<file path="src/design/irc_pkg.sv">
// Shared types and constants for the IR reflectance conditioner.
`timescale 1ns / 1ps

package irc_pkg;

  // Fixed field widths
  localparam int SAMPLE_BITS = 10;
  localparam int CAL_W       = 11;
  localparam int ERR_W       = 16;
  localparam int Q15_SHIFT   = 15;
  localparam int CHANNELS    = 4;

  // Defaults
  localparam int             MAX_CAL_SAMPLES_DEF = 1024;
  localparam logic [CAL_W-1:0] CAL_SAMPLES_RESET = 11'd16;

  // Channel order
  localparam int CH_FRONT_LEFT  = 0;
  localparam int CH_FRONT_RIGHT = 1;
  localparam int CH_SIDE_LEFT   = 2;
  localparam int CH_SIDE_RIGHT  = 3;

  // Item action codes
  localparam logic ACT_MEASURE   = 1'b0;
  localparam logic ACT_CALIBRATE = 1'b1;

  typedef struct packed {
    logic                   action;
    logic [SAMPLE_BITS-1:0] dark_front_left;
    logic [SAMPLE_BITS-1:0] lit_front_left;
    logic [SAMPLE_BITS-1:0] dark_front_right;
    logic [SAMPLE_BITS-1:0] lit_front_right;
    logic [SAMPLE_BITS-1:0] dark_side_left;
    logic [SAMPLE_BITS-1:0] lit_side_left;
    logic [SAMPLE_BITS-1:0] dark_side_right;
    logic [SAMPLE_BITS-1:0] lit_side_right;
  } in_word_t;

  typedef struct packed {
    logic [SAMPLE_BITS-1:0] front_left_level;
    logic [SAMPLE_BITS-1:0] front_right_level;
    logic [SAMPLE_BITS-1:0] side_left_level;
    logic [SAMPLE_BITS-1:0] side_right_level;
    logic signed [ERR_W-1:0] center_error;
    logic                   calibration_done;
  } out_word_t;

endpackage

</file>
<file path="src/design/ir_reflectance_conditioner.sv">
// Top level: IR channel conditioning, baseline calibration and centering error.
`timescale 1ns / 1ps
//
//  channel | direction | handshake               | word
//  --------+-----------+-------------------------+---------------------------
//  in      | input     | in_valid / in_ready     | in_word  (irc_pkg::in_word_t)
//  out     | output    | out_valid / out_ready   | out_word (irc_pkg::out_word_t)
//  cfg     | input     | cfg_we (no wait)        | cfg_wdata (cal_samples)
//
//  A measure word runs through the serial divider, which forms the centering
//  ratio one bit per cycle. A word that completes calibration then runs
//  four baseline averages on the same divider, one channel after another.
//  One word is in work at a time.
//  Reset (rst, synchronous) clears baselines, sums, count and the sequencer.
//  A finished result waits in the output register; the next word is accepted
//  meanwhile and holds in its last step until the output register frees.

module ir_reflectance_conditioner #(
  parameter int MAX_CAL_SAMPLES = irc_pkg::MAX_CAL_SAMPLES_DEF
) (
  input  logic                     clk,
  input  logic                     rst,
  input  logic                     in_valid,
  output logic                     in_ready,
  input  irc_pkg::in_word_t        in_word,
  output logic                     out_valid,
  input  logic                     out_ready,
  output irc_pkg::out_word_t       out_word,
  input  logic                     cfg_we,
  input  logic [irc_pkg::CAL_W-1:0] cfg_wdata
);

  import irc_pkg::*;

  // Derived sizes
  localparam int CAL_MAX  = (1 << CAL_W) - 1;
  localparam int NMAX     = (MAX_CAL_SAMPLES < CAL_MAX) ? MAX_CAL_SAMPLES : CAL_MAX;
  localparam int CNT_W    = $clog2(NMAX + 1);
  localparam int SUM_W    = SAMPLE_BITS + ((NMAX > 1) ? $clog2(NMAX) : 1);
  localparam int CTR_W    = SAMPLE_BITS + Q15_SHIFT;
  localparam int NUM_W    = (CTR_W > SUM_W) ? CTR_W : SUM_W;
  localparam int DEN_W    = (SAMPLE_BITS + 1 > CNT_W) ? SAMPLE_BITS + 1 : CNT_W;
  localparam int CH_W     = $clog2(CHANNELS);

  typedef enum logic [5:0] {
    S_IDLE     = 6'b000001,
    S_CTR_GO   = 6'b000010,
    S_CTR_WAIT = 6'b000100,
    S_AVG_GO   = 6'b001000,
    S_AVG_WAIT = 6'b010000,
    S_OUT      = 6'b100000
  } state_t;

  function automatic logic [SAMPLE_BITS-1:0] cond_level(
    input logic [SAMPLE_BITS-1:0] dark,
    input logic [SAMPLE_BITS-1:0] lit,
    input logic [SAMPLE_BITS-1:0] base
  );
    logic [SAMPLE_BITS-1:0] v;
    v = (lit > dark) ? (lit - dark) : '0;
    return (v > base) ? (v - base) : '0;
  endfunction

  state_t                  state;
  logic [CAL_W-1:0]        cal_samples;
  logic [SAMPLE_BITS-1:0]  baselines [CHANNELS];
  logic [SUM_W-1:0]        sums      [CHANNELS];
  logic [CNT_W-1:0]        cal_count;
  logic [SAMPLE_BITS-1:0]  lvl       [CHANNELS];
  logic                    done_flag;
  logic [CH_W-1:0]         ch;
  logic signed [ERR_W-1:0] center_err;

  logic                    in_accept;
  logic [SAMPLE_BITS-1:0]  dark      [CHANNELS];
  logic [SAMPLE_BITS-1:0]  lit       [CHANNELS];
  logic [SAMPLE_BITS-1:0]  lvl_next  [CHANNELS];
  logic [SUM_W-1:0]        sums_next [CHANNELS];
  logic [CNT_W-1:0]        count_inc;
  logic [CNT_W-1:0]        n_eff;
  logic                    cal_hit;

  logic                    div_start;
  logic                    div_done;
  logic [NUM_W-1:0]        div_num;
  logic [DEN_W-1:0]        div_den;
  logic [NUM_W-1:0]        div_quot;
  logic                    ctr_neg;
  logic [SAMPLE_BITS-1:0]  ctr_diff;
  logic [ERR_W-1:0]        ctr_mag;

  assign in_ready  = (state == S_IDLE);
  assign in_accept = in_valid && in_ready;

  // Config register
  always_ff @(posedge clk) begin
    if (rst) begin
      cal_samples <= CAL_SAMPLES_RESET;
    end else if (cfg_we) begin
      cal_samples <= cfg_wdata;
    end
  end

  // Effective sample count: zero reads as one, large values saturate
  always_comb begin
    if (cal_samples == '0) begin
      n_eff = CNT_W'(1);
    end else if (cal_samples > CAL_W'(NMAX)) begin
      n_eff = CNT_W'(NMAX);
    end else begin
      n_eff = CNT_W'(cal_samples);
    end
  end

  // Per-channel conditioning with the baselines held before this word
  always_comb begin
    dark[CH_FRONT_LEFT]  = in_word.dark_front_left;
    lit[CH_FRONT_LEFT]   = in_word.lit_front_left;
    dark[CH_FRONT_RIGHT] = in_word.dark_front_right;
    lit[CH_FRONT_RIGHT]  = in_word.lit_front_right;
    dark[CH_SIDE_LEFT]   = in_word.dark_side_left;
    lit[CH_SIDE_LEFT]    = in_word.lit_side_left;
    dark[CH_SIDE_RIGHT]  = in_word.dark_side_right;
    lit[CH_SIDE_RIGHT]   = in_word.lit_side_right;
    for (int c = 0; c < CHANNELS; c++) begin
      lvl_next[c]  = cond_level(dark[c], lit[c], baselines[c]);
      sums_next[c] = sums[c] + SUM_W'(lvl_next[c]);
    end
    count_inc = cal_count + 1'b1;
    cal_hit   = (in_word.action == ACT_CALIBRATE) && (count_inc >= n_eff);
  end

  // Divider operands: centering ratio or one baseline average
  always_comb begin
    ctr_neg  = (lvl[CH_SIDE_LEFT] < lvl[CH_SIDE_RIGHT]);
    ctr_diff = ctr_neg ? (lvl[CH_SIDE_RIGHT] - lvl[CH_SIDE_LEFT])
                       : (lvl[CH_SIDE_LEFT] - lvl[CH_SIDE_RIGHT]);
    if (state == S_AVG_GO) begin
      div_num = NUM_W'(sums[ch]);
      div_den = DEN_W'(n_eff);
    end else begin
      div_num = NUM_W'({ctr_diff, {Q15_SHIFT{1'b0}}});
      div_den = DEN_W'({1'b0, lvl[CH_SIDE_LEFT]} + {1'b0, lvl[CH_SIDE_RIGHT]} + 1'b1);
    end
    div_start = (state == S_CTR_GO) || (state == S_AVG_GO);
    ctr_mag   = div_quot[ERR_W-1:0];
  end

  irc_divider #(
    .NUM_W (NUM_W),
    .DEN_W (DEN_W)
  ) u_div (
    .clk      (clk),
    .rst      (rst),
    .start    (div_start),
    .dividend (div_num),
    .divisor  (div_den),
    .done     (div_done),
    .quotient (div_quot)
  );

  // Sequencer and calibration state
  always_ff @(posedge clk) begin
    if (rst) begin
      state     <= S_IDLE;
      cal_count <= '0;
      done_flag <= 1'b0;
      ch        <= '0;
      out_valid <= 1'b0;
      for (int c = 0; c < CHANNELS; c++) begin
        baselines[c] <= '0;
        sums[c]      <= '0;
      end
    end else begin
      // output word leaves on its handshake unless the next one replaces it
      if (out_valid && out_ready && state != S_OUT) begin
        out_valid <= 1'b0;
      end
      case (state)
        S_IDLE: begin
          if (in_accept) begin
            if (in_word.action == ACT_CALIBRATE) begin
              for (int c = 0; c < CHANNELS; c++) begin
                sums[c] <= sums_next[c];
              end
              cal_count <= cal_hit ? '0 : count_inc;
            end
            done_flag <= cal_hit;
            ch        <= '0;
            state     <= S_CTR_GO;
          end
        end
        S_CTR_GO: begin
          state <= S_CTR_WAIT;
        end
        S_CTR_WAIT: begin
          if (div_done) begin
            state <= done_flag ? S_AVG_GO : S_OUT;
          end
        end
        S_AVG_GO: begin
          state <= S_AVG_WAIT;
        end
        S_AVG_WAIT: begin
          if (div_done) begin
            baselines[ch] <= div_quot[SAMPLE_BITS-1:0];
            sums[ch]      <= '0;
            if (ch == CH_W'(CHANNELS - 1)) begin
              state <= S_OUT;
            end else begin
              ch    <= ch + 1'b1;
              state <= S_AVG_GO;
            end
          end
        end
        S_OUT: begin
          if (!out_valid || out_ready) begin
            out_valid <= 1'b1;
            state     <= S_IDLE;
          end
        end
        default: begin
          state <= S_IDLE;
        end
      endcase
    end
  end

  // Payload registers
  always_ff @(posedge clk) begin
    if (in_accept) begin
      for (int c = 0; c < CHANNELS; c++) begin
        lvl[c] <= lvl_next[c];
      end
    end
    if (state == S_CTR_WAIT && div_done) begin
      center_err <= ctr_neg ? signed'(~ctr_mag + 1'b1) : signed'(ctr_mag);
    end
    if (state == S_OUT && (!out_valid || out_ready)) begin
      out_word.front_left_level  <= lvl[CH_FRONT_LEFT];
      out_word.front_right_level <= lvl[CH_FRONT_RIGHT];
      out_word.side_left_level   <= lvl[CH_SIDE_LEFT];
      out_word.side_right_level  <= lvl[CH_SIDE_RIGHT];
      out_word.center_error      <= center_err;
      out_word.calibration_done  <= done_flag;
    end
  end

  // Checks
  a_div_done_in_wait: assert property (@(posedge clk) disable iff (rst)
    div_done |-> (state == S_CTR_WAIT || state == S_AVG_WAIT))
    else $error("divider finished outside a wait state");

  a_accept_starts_ratio: assert property (@(posedge clk) disable iff (rst)
    in_accept |=> (state == S_CTR_GO))
    else $error("accepted word did not start the ratio divide");

  a_cal_cleared: assert property (@(posedge clk) disable iff (rst)
    (state == S_OUT && done_flag) |->
      (cal_count == '0 && sums[0] == '0 && sums[1] == '0 &&
       sums[2] == '0 && sums[3] == '0))
    else $error("calibration sums not cleared after baseline load");

endmodule

</file>
<file path="src/design/irc_divider.sv">
// Restoring serial divider, one quotient bit per cycle.
`timescale 1ns / 1ps

module irc_divider #(
  parameter int NUM_W = 25,
  parameter int DEN_W = 11
) (
  input  logic             clk,
  input  logic             rst,
  input  logic             start,
  input  logic [NUM_W-1:0] dividend,
  input  logic [DEN_W-1:0] divisor,
  output logic             done,
  output logic [NUM_W-1:0] quotient
);

  localparam int STEP_W = $clog2(NUM_W + 1);

  logic              busy;
  logic [STEP_W-1:0] steps;
  logic [DEN_W-1:0]  rem;
  logic [DEN_W-1:0]  den;
  logic [NUM_W-1:0]  quo;

  logic [DEN_W:0]    trial;
  logic              fits;
  logic [DEN_W:0]    diff;

  // Trial subtract of the shifted remainder
  always_comb begin
    trial = {rem, quo[NUM_W-1]};
    fits  = (trial >= {1'b0, den});
    diff  = trial - {1'b0, den};
  end

  // Control
  always_ff @(posedge clk) begin
    if (rst) begin
      busy  <= 1'b0;
      steps <= '0;
      done  <= 1'b0;
    end else begin
      // pulse after the last quotient bit
      done <= busy && !start && (steps == STEP_W'(1));
      if (start) begin
        busy  <= 1'b1;
        steps <= STEP_W'(NUM_W);
      end else if (busy) begin
        steps <= steps - 1'b1;
        if (steps == STEP_W'(1)) begin
          busy <= 1'b0;
        end
      end
    end
  end

  // Datapath: dividend shifts out the top, quotient shifts in the bottom
  always_ff @(posedge clk) begin
    if (start) begin
      rem <= '0;
      den <= divisor;
      quo <= dividend;
    end else if (busy) begin
      rem <= fits ? diff[DEN_W-1:0] : trial[DEN_W-1:0];
      quo <= {quo[NUM_W-2:0], fits};
    end
  end

  assign quotient = quo;

endmodule

</file>
<file path="config.mk">
export PLATFORM = sky130hd
export DESIGN_NAME = ir_reflectance_conditioner
export DESIGN_NICKNAME = d
export VERILOG_FILES = /design/src/design/irc_pkg.sv /design/src/design/ir_reflectance_conditioner.sv /design/src/design/irc_divider.sv
export SDC_FILE = /design/constraint.sdc
export NUM_CORES = 1
export LEC_CHECK = 0
export ABC_CLOCK_PERIOD_IN_PS = 9500
export BUFFER_PORTS_ARGS = -buffer_cell sky130_fd_sc_hd__buf_2
export CAP_MARGIN = 20
export CORE_MARGIN = 2
export CORE_UTILIZATION = 55
export DETAILED_ROUTE_END_ITERATION = 7
export GPL_TIMING_DRIVEN = 0
export HOLD_SLACK_MARGIN = 0.12
export PLACE_DENSITY = 0.74
export SLEW_MARGIN = 20
export SYNTH_ARGS = -nofsm -noshare
export SYNTH_HDL_FRONTEND = slang
export SYNTH_SLANG_ARGS = --single-unit
</file>
<file path="constraint.sdc">
create_clock -name clk -period 9.5 [get_ports clk]
set_clock_uncertainty 0.1 [all_clocks]
set_input_delay 0.95 -clock clk [delete_from_list [all_inputs] [get_ports clk]]
set_output_delay 0.95 -clock clk [all_outputs]
set_load 0.005 [all_outputs]
</file>
==> flow_summary.toml <==
[timing]
tns_ns = 0
finalCriticalPeriod_ns = 7.965
slew_violations = 0
fin_crit_sh = 0.8384
relSlewSlack = 0.2695
rsz0062_at_grt = "no"
setup_violations = 0
finalHoldViolCount = 0
setup_ws_ns = 1.535
max_freq_ghz = 0.1255
worst_slew_pin_slew_ns = 1.068

[worst_setup_path]
worst_ep_required_time_ns = 9.85
critPathMaxFanout = 10
path_class = "input port to flip-flop"
cpPeakStageDelay_ns = 0.64
cp_slowest_cell = "a2111oi_1"
worstSetupStartpointType = "input port"
cp-end-kind = "flip-flop"
crit_path_frequent_cell = "a21oi_1"
arrival_ns = 8.32
rr_startpoint = "baselines[2][0]$_SDFFCE_PN0P_"
rrSetupSlack_ns = 4.00
cp-startpoint = "in_word[20]"
crit_family = "compound AO/OA/AOI/OAI gates"
cp_num_buf_inv = 4

[cts]
post_cts_buffers = 0
cts_buffer_depth = 3
clkSinkCount = 321
post_cts_resized = 0
cts_tree = "built"
ctsHtreeMaxLevel = 2
ctsHoldBuffers = 0
cts.clk_slew.worst_paths_ns = 0.06
cts-root-buf = "clkbuf_16"
cts_buffers = 36
insertion_delay_ns = 0.54

[logic_synthesis]
synth.net_count = 2460
synth_mux_area_frac = 0.03674
syn_inst = 2166
synthSimpleGateAreaFrac = 0.1780
synth-main-ff-cell = "edfxtp_1"
netlist_area_um2 = 20570
synth_top_family_by_area = "simple AND/OR/NAND/NOR gates"
synth_area_leader_cell = "edfxtp_1"
synthAdderAreaFrac = 0.1257
synth-compound-area-share = 0.1526
yosys-top-cells-area = "edfxtp_1, dfxtp_1, ha_1, xnor2_1, a21oi_1"
synth_cell_types = 90
synth-edff-count = 189
ys_ff_latch = 321
synth_area_per_cell_um2 = 9.498
ys_seq_area_frac = 0.4043
synth_top_area_share = 0.2759
synthXorXnorAreaFrac = 0.05449
yosysWarnings = 0
async_flop_share = 0

[global_routing]
grt_max_degree = 27
grt_use_total = 0.2846
grt-ovfl-total = 0
grt_pass1_vias = 16340
antenna_found_initial = 3
grt_pass1_wl_mm = 86.66

[finish]
final_nets = 2656
antenna_cells = 0
area_growth_syn_to_layout_pct = 12.93
final_common_cell = "edfxtp_1"
final_cell_mix = "edfxtp_1, nor2_1, inv_1, ha_1, buf_2"
seq_area_um2 = 8318
multi_input_area_um2 = 11280
fillers = 2996
layout-drive-gt1-share = 0.1269
post-route-util = 0.6331

[floorplanning]
die_y_um = 197.4
io_pins = 156
die_area_um2 = 38970
rows = 70
start_util = 0.5606
core-area_um2 = 36700
die_x_um = 197.4

[pwr]
leakagePower_nw = 9.739
vdd_ir_drop_max_mv = 0.1734
powerDensity_nw_per_um2 = 197.6

[run]
max-cap-violations = 0

[detailed_routing]
drt_pre_antenna_iters = 6
drt_wl_total_mm = 56.08
vias_per_cell = 5.987
dr.first_iter.drc_count = 1412
drc = 0
vias = 17090
antenna_left = 0
post_drt_wl_per_cell_um = 19.64

[placed_design]
portBuffers = 154
place.gp.congestion = 0.9377
dpl_worst_slack_ns = 1.110
dp_hpwl_mm = 43.41

[min_path]
hold_path.class = "flip-flop to flip-flop"
min_from = "center_err[0]$_DFFE_PP_"

[status]
status = "complete, no violations"
[cells by family after synthesis]
family	Yosys count
compound gates	498
xor+xnor	128
fa+ha+maj	197
buf+inv	252
flops	321
mux	50
simple gates	720
[where the power goes]
group          switching [W]  internal, W
clock               0.000577     0.000856
combinational       0.000862     0.000570
sequential         0.0000999      0.00163
[sequential cells by signal (all words and copies together) (netlist names), named ones only]
register        count
u_div.steps         5
out_word           57
u_div.rem          11
sums               80
center_err         16
done_flag           1
cal_count          11
out_valid           1
baselines          40
cal_samples        11
u_div.quotient     25
lvl                40
u_div.busy          1
u_div.den          11
ch                  2
state               6
u_div.done          1
[per-layer routing]
metal | vias to the layer above | share of wire | track usage
met2 | 651 | 0.47 | 0.4748
met4 | 0 | 0.036 | 0.1019
met3 | 140 | 0.075 | 0.04115
met1 | 8116 | 0.42 | 0.3783
met5 | - | 0 | 0
li1 | 8187 | - | -
[final cells by class]
| cell class | count | area share |
|---|---|---|
| plain buffers | 69 | 0.01314 |
| clock buffers | 49 | 0.04352 |
| clock inverters | 14 | 0.007971 |
| inverters | 183 | 0.02957 |
| multi-input cells | 1593 | 0.4857 |
| flip-flops and latches | 321 | 0.3580 |
| well taps | 468 | 0.02520 |
| repair buffers | 158 | 0.03684 |
[final timing paths]
| kind | endpoint | cells after the start |
|---|---|---|
| worst max-delay path | sums[2][18]$_SDFFE_PP0P_ | 31 |
| worst max register to register | sums[2][18]$_SDFFE_PP0P_ | 19 |
| worst min-delay path | out_word[1]$_DFFE_PP_ | 0 |
| worst min register to register | out_word[1]$_DFFE_PP_ | 0 |
[cells in the mapped netlist, drive strengths merged, types with 13 or more instances]
cell     count
a21o        41
a22o        13
edfxtp     189
a21oi      159
nor2       189
nand2b      39
nor2b       35
inv        183
nor3        70
and3        27
ha         181
xnor2       96
and2        43
dfxtp      132
o21a        16
a2111oi     13
xor2        32
mux4        20
nand3       51
o21ai      135
o31ai       17
buf         28
clkbuf      41
fa          16
nor4        15
nand2      147
or3         27
nand4       21
mux2i       26
[metrics by stage]
stage / hold slack (ns) / area, um^2 / total power, W / cells
finish: 0.3133 / 23230 / 0.004592 / 2855
global route: 0.3192 / 23230 / 0.004805 / 2855
CTS: 0.3150 / 23230 / 0.004575 / 2855
detailed placement: 0.3045 / 22030 / 0.003144 / 2792
global placement: 0.3035 / 21930 / 0.003093 / 2788
floorplan: 0.3003 / 20570 / 0.002753 / 2166
(Power assumes the default switching activity.)
